File: config.mk
export PLATFORM = sky130hd
export DESIGN_NAME = whm_div_cell
export DESIGN_NICKNAME = d
export VERILOG_FILES = /design/src/design/weighted_heading_mixer_macros.svh /design/src/design/whm_pkg.sv /design/src/design/whm_div_cell.sv
export SDC_FILE = /design/constraint.sdc
export NUM_CORES = 1
export LEC_CHECK = 0
export BUFFER_PORTS_ARGS = -buffer_cell sky130_fd_sc_hd__buf_4
export CAP_MARGIN = 20
export CORE_UTILIZATION = 30
export DETAILED_ROUTE_END_ITERATION = 8
export GPL_ROUTABILITY_DRIVEN = 0
export GPL_TIMING_DRIVEN = 0
export PLACE_DENSITY = 0.61
export SYNTH_ARGS = -nofsm -noshare
export SYNTH_HDL_FRONTEND = slang
export SYNTH_SLANG_ARGS = --single-unit
File: constraint.sdc
create_clock -name clk -period 3.4 [get_ports clk]
set_input_delay 1.02 -clock clk [delete_from_list [all_inputs] [get_ports clk]]
set_output_delay 1.02 -clock clk [all_outputs]
set_load 0.01 [all_outputs]
File: src/design/weighted_heading_mixer_macros.svh
// Assertion helpers shared by the mixer RTL.
`ifndef WEIGHTED_HEADING_MIXER_MACROS_SVH
`define WEIGHTED_HEADING_MIXER_MACROS_SVH

// Implication checked on every clock edge outside reset.
`define WHM_ASSERT_IMPL(lbl, ante, cons, msg) \
  lbl: assert property (@(posedge clk) disable iff (!rst_n) (ante) |-> (cons)) else $error(msg);

// Plain invariant checked on every clock edge outside reset.
`define WHM_ASSERT_ALWAYS(lbl, cond, msg) \
  lbl: assert property (@(posedge clk) disable iff (!rst_n) (cond)) else $error(msg);

`endif

File: src/design/whm_pkg.sv
// ----------------------------------------------------------------------------
// whm_pkg
// Shared constants, register indexes and the CORDIC arctangent table.
// ----------------------------------------------------------------------------
package whm_pkg;

  localparam int ANGLE_BITS_DEF       = 16;
  localparam int WEIGHT_FRAC_BITS_DEF = 15;
  localparam int CORDIC_STAGES_DEF    = 16;

  // Internal angle resolution (one turn = 2^32) and gain fraction bits.
  localparam int TURN_BITS = 32;
  localparam int ZW        = 35;
  localparam int GAIN_FRAC = 20;
  localparam int KW        = 21;
  localparam int TABLE_LEN = 24;

  typedef enum logic [1:0] {
    REG_MIN_WEIGHT_SUM   = 2'd0,
    REG_LIGHT_WEIGHT_SUM = 2'd1,
    REG_LOW_CONSENSUS    = 2'd2
  } reg_idx_t;

  typedef enum logic [1:0] {
    ST_GOOD     = 2'd0,
    ST_WEAK     = 2'd1,
    ST_REJECTED = 2'd2
  } status_t;

  localparam logic [31:0] ATAN_TURN32 [TABLE_LEN] = '{
    32'h20000000, 32'h12E4051E, 32'h09FB385B, 32'h051111D4, 32'h028B0D43, 32'h0145D7E1,
    32'h00A2F61E, 32'h00517C55, 32'h0028BE53, 32'h00145F2F, 32'h000A2F98, 32'h000517CC,
    32'h00028BE6, 32'h000145F3, 32'h0000A2FA, 32'h0000517D, 32'h000028BE, 32'h0000145F,
    32'h00000A30, 32'h00000518, 32'h0000028C, 32'h00000146, 32'h000000A3, 32'h00000051
  };

  // Inverse squared CORDIC gain in Q20 after a given number of stages.
  function automatic logic [KW-1:0] inv_gain_sq(input int stages);
    logic [KW-1:0] k;
    begin
      if (stages <= 8) begin
        k = KW'(386680);
      end else if (stages == 9) begin
        k = KW'(386675);
      end else begin
        k = KW'(386674);
      end
      return k;
    end
  endfunction

endpackage

File: src/design/whm_div_cell.sv
// ----------------------------------------------------------------------------
// whm_div_cell
// One restoring-division step: one quotient bit per cell, registered.
// ----------------------------------------------------------------------------
module whm_div_cell #(
  parameter int SUMW = 17,
  parameter int QW   = 16
) (
  input  logic            clk,
  input  logic            en,
  input  logic [SUMW-1:0] sw_i,
  input  logic [SUMW-1:0] rem_i,
  input  logic [QW-1:0]   mlow_i,
  input  logic [QW-1:0]   q_i,
  output logic [SUMW-1:0] rem_o,
  output logic [QW-1:0]   mlow_o,
  output logic [QW-1:0]   q_o
);
  import whm_pkg::*;

  logic [SUMW:0]   rem2, diff;
  logic            ge;
  logic [SUMW-1:0] rem_nxt;

  always_comb begin
    rem2    = {rem_i, mlow_i[QW-1]};
    diff    = rem2 - {1'b0, sw_i};
    ge      = rem2 >= {1'b0, sw_i};
    rem_nxt = ge ? diff[SUMW-1:0] : rem2[SUMW-1:0];
  end

  always_ff @(posedge clk) begin
    if (en) begin
      rem_o  <= rem_nxt;
      mlow_o <= {mlow_i[QW-2:0], 1'b0};
      q_o    <= {q_i[QW-2:0], ge};
    end
  end

endmodule

==> flow_summary.ini <==
[layout]
area_growth_pct = 40.8
final_cell_mix = buf_4 (115), edfxtp_1 (48), inv_1 (22), ha_1 (17), a21oi_1 (13)
mostFrequentLayoutCell = buf_4
n_antenna_cell = 0
final_cell_count_no_fill = 429
fin_util_pct = 44.5
nNetsFinal = 409
fill_cells = 807
drive_gt1_share_pct = 44.8

[clock_tree]
h-tree-depth = 2
cts_buffers = 5
clockRootBuffer = clkbuf_8
clock-sinks = 48
tritoncts = yes
ctsHoldBuffers = 0
clockBufferDepth = 2
cts_setup_buffers = 0
ctsResizeCount = 0
cts.reportedPaths.clkPinSlew_ns = 0.09

[worst_setup_path]
path_buf_inv = 5
startpoint_type = primary input
max_stage_delay_ns = 0.41
cp-end-kind = register
crit_path_top_delay_cell = fa_1
criticalPathCategory = in2reg
cp.arrival_ns = 3.24
critPathTopFamily = compound AO/OA/AOI/OAI gates
crit_top_cell = inv_1
path_cells = buf_4 -> inv_1 -> ha_1 -> inv_1 -> fa_1 -> a21oi_1 -> or3_4 -> a21oi_4 -> o21bai_4 -> and2_4 -> buf_12 -> inv_12 -> mux2_4
cp.required_ns = 3.45
path_max_fanout = 10

[hold_path]
worstHoldPathType = in2reg

[global_route]
grt_max_degree = 49
overflow = 0
antenna_found_initial = 0
grt_use_total_pct = 13.5
grt_pass1_wl_um = 9450
grt_pass1_vias = 2019

[die]
dieArea_mm2 = 0.00916
fp-row-count = 33
coreArea_mm2 = 0.00834
die_w_um = 95.7
io_pins = 117
start_util_pct = 31.6
die_h_um = 95.7

[synthesis]
netlist_instances = 202
yosysUniqueCellTypes = 47
synth_area_mm2 = 0.00264
syn_nets = 288
ys_seq_area_share_pct = 54.7
syn_avg_cell_area_um2 = 13.0
netlist_top_cells_area = edfxtp_1 (55%), ha_1 (8.1%), mux2_4 (5.7%)
synth-seq-cells = 48
yosysTopAreaCell = edfxtp_1
yosys.area.top_type_share_pct = 54.7
ys_warn_count = 0

[sta]
slew_headroom_pct = 57.9
slew_violations = 0
rsz0062_at_grt = no
fmax_ghz = 0.313
period_share_pct = 93.9
hold_viol_final = 0
worst_pin_slew_ns = 0.631
setup-violations-final = 0
finalCriticalPeriod_ns = 3.19

[drt]
drc = 0
initialDrtViolationCount = 38
vias_per_cell = 4.61
drtPass1Iterations = 4
wl_per_cell_um = 14.5
vias = 1976
wl_um = 6220
ant_nets = 0

[place]
dp_cells = 421
numPortBuffers = 114
dp_hpwl_um = 4860

[power_and_ir_drop]
ir_drop_v = 0.000148
p_leak_nw = 1.65
p_per_area_mw_per_mm2 = 408
totalPowerFinal_w = 0.00151

[flow_run]
cap_violations = 0

[outcome]
run_status = finished, final reports clean
[metrics by stage]
step / setup slack [ns] / hold WS [ns] / instance area, um^2 / TNS, ns
2_1_floorplan: 0.280 / 1.12 / 2640 / 0
3_3_place_gp: -0.0905 / 1.20 / 3620 / -0.720
3_5_place_dp: -0.0808 / 1.20 / 3620 / -0.637
4_1_cts: 0.199 / 0.877 / 3710 / 0
5_1_grt: 0.0531 / 0.870 / 3710 / 0
6_report: 0.208 / 0.895 / 3710 / 0
[path summary, 6_finish.rpt]
kind | depth (start not counted) | endpoint | startpoint | slack [ns]
setup / recovery | 13 | rem_o[12]$_DFFE_PP_ | mlow_i[15] | 0.21
hold / removal | 1 | mlow_o[9]$_DFFE_PP_ | mlow_i[8] | 0.90
[cell usage after synthesis, drive strengths merged]
cell type	instances
a21oi	15
nor4	1
o21ai	7
a311oi	1
a211o	1
o21bai	3
xnor2	8
xor2	3
nor2	6
mux2i	1
o31ai	4
edfxtp	48
buf	2
inv	23
o221a	1
o211ai	1
o2bb2ai	2
nor3	4
a211oi	1
nand4	1
o21a	2
nand2	9
a21boi	3
a21o	3
nor2b	1
a32o	1
or3	1
mux2	10
fa	1
o221ai	1
and2	4
nand4b	1
and3	1
conb	1
ha	17
nand2b	3
nand3	8
and4	1
a31o	1
[sequential cells by signal (all words and copies together) (netlist names)]
name and count:
rem_o 17, mlow_o 15, q_o 16
[routing by layer]
layer  routed length (um)  up-vias  track usage, %
met4                   57        0            3.73
met2                 2840       93            23.6
met1                 2630      889            16.2
li1                     -      988               -
met5                    0        -               0
met3                  686        6            3.63
[kinds of logic after synthesis]
kind of cell,count (synthesis),synth area share [%]
AND/OR/NAND/NOR,41,8.41
AO/OA/AOI/OAI,47,13.4
other,1,0.142
flip-flops,48,54.7
adder cells (fa/ha/maj),18,8.83
multiplexers,11,6.08
buffers and inverters,25,4.80
XOR/XNOR,11,3.66
[cell type report]
| class | instances | area [um^2] | area share [%] |
|---|---|---|---|
| multi-input combinational | 129 | 1070 | 28.8 |
| sequential | 48 | 1440 | 38.9 |
| tap | 105 | 131 | 3.54 |
| timing repair buffer | 114 | 856 | 23.1 |
| clock inverter | 3 | 18.8 | 0.506 |
| inverter | 23 | 98.8 | 2.66 |
| buffer | 2 | 27.5 | 0.742 |
| clock buffer | 5 | 68.8 | 1.85 |
[where the power goes]
group          switching (W)  internal (W)  leakage (nW)  total (W)
sequential         0.0000151      0.000728         0.470   0.000743
clock               0.000190      0.000142        0.0378   0.000332
combinational       0.000201      0.000238          1.14   0.000440
Power figures use the tool's default switching activity.
