## config.mk

```make
export PLATFORM = sky130hd
export DESIGN_NAME = whm_cordic_cell
export DESIGN_NICKNAME = d
export VERILOG_FILES = /design/src/design/weighted_heading_mixer_macros.svh /design/src/design/whm_pkg.sv /design/src/design/whm_cordic_cell.sv
export SDC_FILE = /design/constraint.sdc
export NUM_CORES = 1
export LEC_CHECK = 0
export BUFFER_PORTS_ARGS = -buffer_cell sky130_fd_sc_hd__buf_4
export CORE_MARGIN = 3
export CORE_UTILIZATION = 35
export CTS_CLUSTER_SIZE = 10
export DETAILED_ROUTE_END_ITERATION = 8
export GPL_ROUTABILITY_DRIVEN = 0
export SYNTH_ARGS = -nofsm -noshare
export SYNTH_HDL_FRONTEND = slang
export SYNTH_SLANG_ARGS = --single-unit
```

## constraint.sdc

```tcl
create_clock -name clk -period 3.88 [get_ports clk]
set_input_delay 0.776 -clock clk [delete_from_list [all_inputs] [get_ports clk]]
set_output_delay 0.776 -clock clk [all_outputs]
set_load 0.05 [all_outputs]
```

## src/design/weighted_heading_mixer_macros.svh

```systemverilog
// Assertion helpers shared by the mixer RTL.
`ifndef WEIGHTED_HEADING_MIXER_MACROS_SVH
`define WEIGHTED_HEADING_MIXER_MACROS_SVH

// Implication checked on every clock edge outside reset.
`define WHM_ASSERT_IMPL(lbl, ante, cons, msg) \
  lbl: assert property (@(posedge clk) disable iff (!rst_n) (ante) |-> (cons)) else $error(msg);

// Plain invariant checked on every clock edge outside reset.
`define WHM_ASSERT_ALWAYS(lbl, cond, msg) \
  lbl: assert property (@(posedge clk) disable iff (!rst_n) (cond)) else $error(msg);

`endif

```

## src/design/whm_pkg.sv

```systemverilog
// ----------------------------------------------------------------------------
// whm_pkg
// Shared constants, register indexes and the CORDIC arctangent table.
// ----------------------------------------------------------------------------
package whm_pkg;

  localparam int ANGLE_BITS_DEF       = 16;
  localparam int WEIGHT_FRAC_BITS_DEF = 15;
  localparam int CORDIC_STAGES_DEF    = 16;

  // Internal angle resolution (one turn = 2^32) and gain fraction bits.
  localparam int TURN_BITS = 32;
  localparam int ZW        = 35;
  localparam int GAIN_FRAC = 20;
  localparam int KW        = 21;
  localparam int TABLE_LEN = 24;

  typedef enum logic [1:0] {
    REG_MIN_WEIGHT_SUM   = 2'd0,
    REG_LIGHT_WEIGHT_SUM = 2'd1,
    REG_LOW_CONSENSUS    = 2'd2
  } reg_idx_t;

  typedef enum logic [1:0] {
    ST_GOOD     = 2'd0,
    ST_WEAK     = 2'd1,
    ST_REJECTED = 2'd2
  } status_t;

  localparam logic [31:0] ATAN_TURN32 [TABLE_LEN] = '{
    32'h20000000, 32'h12E4051E, 32'h09FB385B, 32'h051111D4, 32'h028B0D43, 32'h0145D7E1,
    32'h00A2F61E, 32'h00517C55, 32'h0028BE53, 32'h00145F2F, 32'h000A2F98, 32'h000517CC,
    32'h00028BE6, 32'h000145F3, 32'h0000A2FA, 32'h0000517D, 32'h000028BE, 32'h0000145F,
    32'h00000A30, 32'h00000518, 32'h0000028C, 32'h00000146, 32'h000000A3, 32'h00000051
  };

  // Inverse squared CORDIC gain in Q20 after a given number of stages.
  function automatic logic [KW-1:0] inv_gain_sq(input int stages);
    logic [KW-1:0] k;
    begin
      if (stages <= 8) begin
        k = KW'(386680);
      end else if (stages == 9) begin
        k = KW'(386675);
      end else begin
        k = KW'(386674);
      end
      return k;
    end
  endfunction

endpackage

```

## src/design/whm_cordic_cell.sv

```systemverilog
// ----------------------------------------------------------------------------
// whm_cordic_cell
// One CORDIC micro-rotation, registered; rotation or vectoring mode.
// ----------------------------------------------------------------------------
module whm_cordic_cell #(
  parameter int IDX    = 0,
  parameter int XW     = 36,
  parameter bit VECTOR = 1'b0
) (
  input  logic                         clk,
  input  logic                         en,
  input  logic signed [XW-1:0]         x_i,
  input  logic signed [XW-1:0]         y_i,
  input  logic signed [whm_pkg::ZW-1:0] z_i,
  output logic signed [XW-1:0]         x_o,
  output logic signed [XW-1:0]         y_o,
  output logic signed [whm_pkg::ZW-1:0] z_o
);
  import whm_pkg::*;

  localparam logic signed [ZW-1:0] ATAN = ZW'(ATAN_TURN32[IDX]);

  logic signed [XW-1:0] xs, ys, x_nxt, y_nxt;
  logic signed [ZW-1:0] z_nxt;
  logic                 ccw;

  always_comb begin
    xs  = x_i >>> IDX;
    ys  = y_i >>> IDX;
    ccw = VECTOR ? y_i[XW-1] : ~z_i[ZW-1];
    if (ccw) begin
      x_nxt = x_i - ys;
      y_nxt = y_i + xs;
      z_nxt = z_i - ATAN;
    end else begin
      x_nxt = x_i + ys;
      y_nxt = y_i - xs;
      z_nxt = z_i + ATAN;
    end
  end

  always_ff @(posedge clk) begin
    if (en) begin
      x_o <= x_nxt;
      y_o <= y_nxt;
      z_o <= z_nxt;
    end
  end

endmodule

```

==> impl_metrics.yaml, run 1 <==
outcome:
  status: "complete, no violations"
worst_setup_path:
  worstSetupPathType: "in -> reg"
  startpoint_type: "primary input"
  crit_required_ps: 3980
  cp_num_buf_inv: 4
  cp_data_arrival_time_ps: 3860
  slowest_delay_ps: 380
  cp-end-kind: "register"
  crit_path_frequent_cell: "buf_4"
  crit_fanout: 7
  cp_cell_sequence: "buf_4 -> inv_1 -> ha_1 -> buf_4 -> nor3_1 -> o21ai_0 -> a21oi_1 -> a211o_1 -> a31oi_1 -> o21ai_0 -> buf_4 -> nand3_1 -> o211a_1 -> o22ai_1 -> xnor2_1"
  slowest_stage: "ha_1"
  critPathTopFamily: "compound AO/OA/AOI/OAI gates"
drt:
  wl_per_cell_um: 17.9
  postRouteAntennaNets: 0
  num_vias: 9153
  viasPerCell: 5.43
  drtPass1Iterations: 6
  drc_errors: 0
  finalWirelength_um: 30200
  drt_iter0_drc: 944
floorplanning:
  dieArea_um2: 29100
  rows: 59
  die_w_um: 171
  die_h_um: 171
  core-area_um2: 26400
  start_util_pct: 36.0
  io_pins: 216
power_and_ir_drop:
  leakage_nw: 5.75
  finalPower_mw: 4.68
  max-vdd-ir-drop_v: 0.000294
  power_density_nw_per_um2: 375
sta:
  worst_pin_slew_ps: 877
  drv_slew: 0
  finalSetupViolCount: 0
  rsz0062_at_grt: "no"
  max_slew_margin_pct: 41.5
  clock.fmax_mhz: 266
  hold_viol_final: 0
  min_period_over_period_pct: 96.9
  period_needed_ps: 3760
clocking:
  cts_tree: "done"
  clk_path_buf_depth: 2
  clock_sinks: 106
  postCtsSetupBuffers: 0
  htree_levels: 3
  cts_made_buffers: 9
  clkTransAtPathRegs_ps: 80
  clk_root_buffer_cell: "clkbuf_16"
yosys:
  synth.cell_area_um2: 9490
  seq_area_frac_synth_pct: 33.6
  yosysUniqueCellTypes: 65
  ys_warn_count: 0
  syn_inst: 1054
  ys_ff_latch: 106
  synth.avg_cell_area_um2: 9.00
  syn_nets: 1280
  ys.flop_type: "edfxtp_1"
  async_flop_share_pct: 0
  synth_edf_count: 106
global_routing:
  grt_util_all_layers_pct: 20.0
  grt_max_degree: 76
  grt_pass1_wl_um: 46700
  grt_pass1_vias: 8846
  antenna_found_initial: 1
  overflow: 0
cells_and_area:
  nNetsFinal: 1571
  antenna_cells: 0
  seq_area_um2: 3180
  multiInputGateArea_um2: 5710
  fillers: 2571
  layout-drive-gt1-share_pct: 27.2
  area_growth_pct: 31.6
  fin_area_um2: 12500
place:
  port-buffer-count: 215
  place_area_um2: 12200
  hpwl_um: 24000
job:
  cap_viol_max_count: 0
min_path:
  hold_start: "z_i[1]"
  hold_depth: 1
  worstHoldEndpoint: "z_o[1]"
  hold_class: "in -> reg"
==> per-layer routing <==
layer | track usage, % | up-vias | part of all wire [%]
met4 | 4.55 | 2 | 1.5
li1 | - | 4374 | -
met3 | 3.10 | 32 | 8.0
met2 | 33.1 | 402 | 46
met5 | 0 | - | 0.043
met1 | 27.5 | 4343 | 45
==> cells in the final DEF, fill, tap and decap left out, types with 4 or more instances in the layout <==
| master | n |
|---|---|
| ha_1 | 113 |
| and3_1 | 6 |
| nor2_1 | 84 |
| a21o_1 | 34 |
| o21ai_0 | 66 |
| edfxtp_1 | 106 |
| fa_1 | 4 |
| or3_1 | 4 |
| inv_1 | 98 |
| o21bai_1 | 28 |
| mux2i_1 | 22 |
| o211ai_1 | 9 |
| xnor2_1 | 60 |
| xor2_1 | 12 |
| buf_4 | 329 |
| nand2_1 | 48 |
| nand2b_1 | 11 |
| o21a_1 | 7 |
| a31oi_1 | 11 |
| nor3_1 | 13 |
| nand3_1 | 15 |
| nor2b_1 | 17 |
| nor4_1 | 9 |
| a41o_1 | 4 |
| clkbuf_16 | 9 |
| nand4_1 | 13 |
| o31ai_1 | 6 |
| a211oi_1 | 13 |
| a21oi_1 | 122 |
==> how the worst max path moves through the flow <==
stage	slack [ps]	cells after the start	start	to
2_1_floorplan	480	13	x_i[0]	y_o[34]
3_3_place_gp	-200	16	x_i[0]	y_o[32]
3_5_place_dp	-200	15	x_i[6]	y_o[29]
4_1_cts	180	14	y_i[2]	y_o[29]
5_1_grt	5	16	x_i[6]	y_o[32]
6_report	120	15	x_i[2]	y_o[33]
==> state kept, by name, summed over array words and instances (netlist names) <==
register / flops
x_o: 36
y_o: 35
z_o: 35
==> cell usage after synthesis (7+ instances only) <==
cell type  count  area [µm²]
xor2_1        12         105
o211ai_1       9        67.6
nor2b_1       17         106
xnor2_1       60         526
a21oi_1      123         616
nand4_1       13        81.3
inv_1         98         368
nor3_1        13        65.1
a211oi_1      14         105
edfxtp_1     106        3180
mux2i_1       22         220
buf_1          8        30.0
a21o_1        34         255
a31oi_1       11        68.8
nor2_1        84         315
o21a_1         7        52.6
nand3_1       15        75.1
nor4_1         9        56.3
o21bai_1      28         210
ha_1         113        1410
buf_2         10        50.1
clkbuf_1      27         101
nand2b_1      11        68.8
o21ai_0       67         335
nand2_1       48         180
==> metrics by stage <==
stage	util (%)	instances	setup slack, ps	hold slack [ps]	TNS, ps
after global placement	46.2	1669	-204	954	-1440
after detailed placement	46.2	1669	-195	955	-1890
after global routing	47.4	1685	5.41	569	0
after CTS	47.3	1685	177	572	0
final	47.4	1685	121	586	0
after floorplan	-	1054	478	875	0
==> cell families after synthesis <==
kind of cell	count (synthesis)	share of synthesized area, %
adders and majority gates	117	15.7
AOI/OAI and AO/OA	351	23.7
buffers and inverters	154	6.42
xor gates and xnor gates	72	6.65
and+or+nand+nor	232	11.6
DFF	106	33.6
muxes	22	2.32
==> power breakdown <==
part	switching, mW	leakage (nW)	internal (mW)
Sequential	0.0506	1.04	1.48
Combinational	1.42	4.57	0.798
Clock	0.485	0.136	0.448
Total	1.95	5.75	2.73
==> cell type report <==
cell class | count | area share [%]
multi-input cells | 794 | 45.8
flip-flops and latches | 106 | 25.5
repair buffers | 330 | 19.9
well taps | 335 | 3.36
clock inverters | 7 | 0.521
inverters | 104 | 3.13
clock buffers | 9 | 1.80
==> timing repair <==
action | in CTS | in global routing
endpoints found under the setup margin | 0 | 5
hold buffers | 0 | 0
gates resized for setup | 0 | 6
No activity file was read; power rests on OpenSTA's default activity.
==> run 2: changes to the inputs <==
--- a/config.mk
+++ b/config.mk
@@ -7,7 +7,7 @@
 export LEC_CHECK = 0
 export BUFFER_PORTS_ARGS = -buffer_cell sky130_fd_sc_hd__buf_4
 export CORE_MARGIN = 3
-export CORE_UTILIZATION = 35
+export CORE_UTILIZATION = 40
 export CTS_CLUSTER_SIZE = 10
 export DETAILED_ROUTE_END_ITERATION = 8
 export GPL_ROUTABILITY_DRIVEN = 0
==> run 2 against run 1 <==
Compared with the run above:
- cell area rose by 1.1%
- largest power group unchanged
- utilization rose by 7.5 points
- combinational power barely moved
- clock power rose by 1%
- count of clock-buffer cells in the layout rose by 1
- non-clock buffer count rose by 23
- first-iteration DRC count fell by 12%
- worst hold slack improved by 2.6 ps
- largest cell class unchanged
- sequential cell count did not move
==> impl_metrics.yaml, run 2 (synthesized netlist as in run 1, its figures left out) <==
cells_and_area:
  multiInputGateArea_um2: 5700
  largest_register_ffs: 36
  seq_area_um2: 3180
  nNetsFinal: 1594
  mostFrequentLayoutCells: "buf_4 (352), a21oi_1 (122), ha_1 (113)"
  fin_util_pct: 54.9
  fillers: 2190
  final_common_cell: "buf_4"
  layout-drive-gt1-share_pct: 28.1
  top_register: "x_o"
  reg_top3: "x_o (36), y_o (35), z_o (35)"
  area_growth_pct: 33.0
  antenna_cells: 0
sta:
  min_period_over_period_pct: 95.3
  period_needed_ps: 3700
  drv_slew: 0
  worst_pin_slew_ps: 835
  clock.fmax_mhz: 270
  whs_ps: 588
  rsz0062_at_grt: "yes"
  hold_viol_final: 0
  finalSetupViolCount: 0
  max_slew_margin_pct: 44.3
worst_setup_path:
  cp_data_arrival_time_ps: 3800
  cp_num_buf_inv: 2
  worstSetupPathType: "in -> reg"
  crit_fanout: 7
  cp_cell_sequence: "buf_4 -> ha_1 -> nor2b_1 -> a211oi_1 -> a21oi_2 -> a21oi_1 -> o21ai_0 -> a41o_1 -> a41o_1 -> a311oi_1 -> buf_4 -> mux2i_1 -> xnor2_1"
  critPathTopFamily: "compound AO/OA/AOI/OAI gates"
  crit_required_ps: 3980
  startpoint_type: "primary input"
  slowest_stage: "ha_1"
  cp-end-kind: "register"
  slowest_delay_ps: 410
place:
  port-buffer-count: 215
  hpwl_um: 23600
floorplanning:
  start_util_pct: 41.3
  die_h_um: 160
  rows: 55
  core-area_um2: 23000
  io_pins: 216
  dieArea_um2: 25600
  die_w_um: 160
clocking:
  clock_sinks: 106
  htree_levels: 3
  clk_root_buffer_cell: "clkbuf_16"
  cts_made_buffers: 9
  cts_tree: "done"
  clkTransAtPathRegs_ps: 80
  clk_path_buf_depth: 2
drt:
  finalWirelength_um: 29700
  postRouteAntennaNets: 0
  viasPerCell: 5.36
  drt_iter0_drc: 834
  num_vias: 9032
  drc_errors: 0
  drtPass1Iterations: 5
  wl_per_cell_um: 17.6
power_and_ir_drop:
  p_int_mw: 2.75
  p_clk_share_pct: 20.0
  max-vdd-ir-drop_v: 0.000239
  switchingPower_mw: 1.96
  seq_power_share_pct: 32.6
  p_sw_share_pct: 41.6
  leakage_nw: 5.86
  power_frac_comb_pct: 47.4
  finalPower_mw: 4.71
  power_density_nw_per_um2: 373
outcome:
  status: "complete, no violations"
job:
  cap_viol_max_count: 0
global_routing:
  antenna_found_initial: 1
  grt_max_degree: 76
  grt_pass1_wl_um: 46900
  grt_util_all_layers_pct: 22.4
  overflow: 0
  grt_pass1_vias: 8834
min_path:
  hold_class: "in -> reg"
[run 2: changes by cell type in the layout (fill, tap and decap cells not counted), sizes merged]
cell      before  now
clkbuf         9   10
buf          330  353
clkinvlp       2    0
inv          102  103
[run 2: power by group through the flow]
stage                     logic [mW]  clock network, mW  registers [mW]
after detailed placement        2.21                  0            1.56
after global routing            2.38               1.00            1.55
after CTS                       2.22              0.973            1.54
after global placement          2.20                  0            1.56
final                           2.23              0.943            1.53
after floorplan                0.810                  0            2.14
[run 2: path summary, 6_finish.rpt]
check / endpoint / cells past startpoint / startpoint
worst max-delay path: x_o[31] / 13 / y_i[4]
worst min-delay path: z_o[7] / 1 / z_i[7]
[run 2: metal layers]
layer | track usage (%) | routed length [µm] | vias to the layer above
met1 | 31.6 | 13700 | 4217
met2 | 36.2 | 13500 | 350
li1 | - | - | 4416
met5 | 0 | 7 | -
met4 | 6.07 | 580 | 2
met3 | 2.96 | 1870 | 47
[run 2: layout make-up]
class                   count  share of cell area [%]
multi-input cells         794                    45.2
flip-flops and latches    106                    25.2
repair buffers            353                    21.1
well taps                 313                    3.10
inverters                 104                    3.09
clock buffers              10                    1.81
clock inverters             6                   0.496
[run 2: repair_timing]
item	4_1_cts	5_1_grt
gates resized for setup	0	2
setup endpoints to repair	0	5
setup buffers	0	2
hold buffers	0	0
[run 2: per-stage QoR]
step	worst slack, ps	TNS, ps	area [µm²]	cells
2_1_floorplan	478	0	9490	1054
3_3_place_gp	-208	-1300	12300	1668
6_report	181	0	12600	1686
4_1_cts	222	0	12600	1684
3_5_place_dp	-152	-1180	12300	1668
5_1_grt	-11.6	-11.6	12600	1686
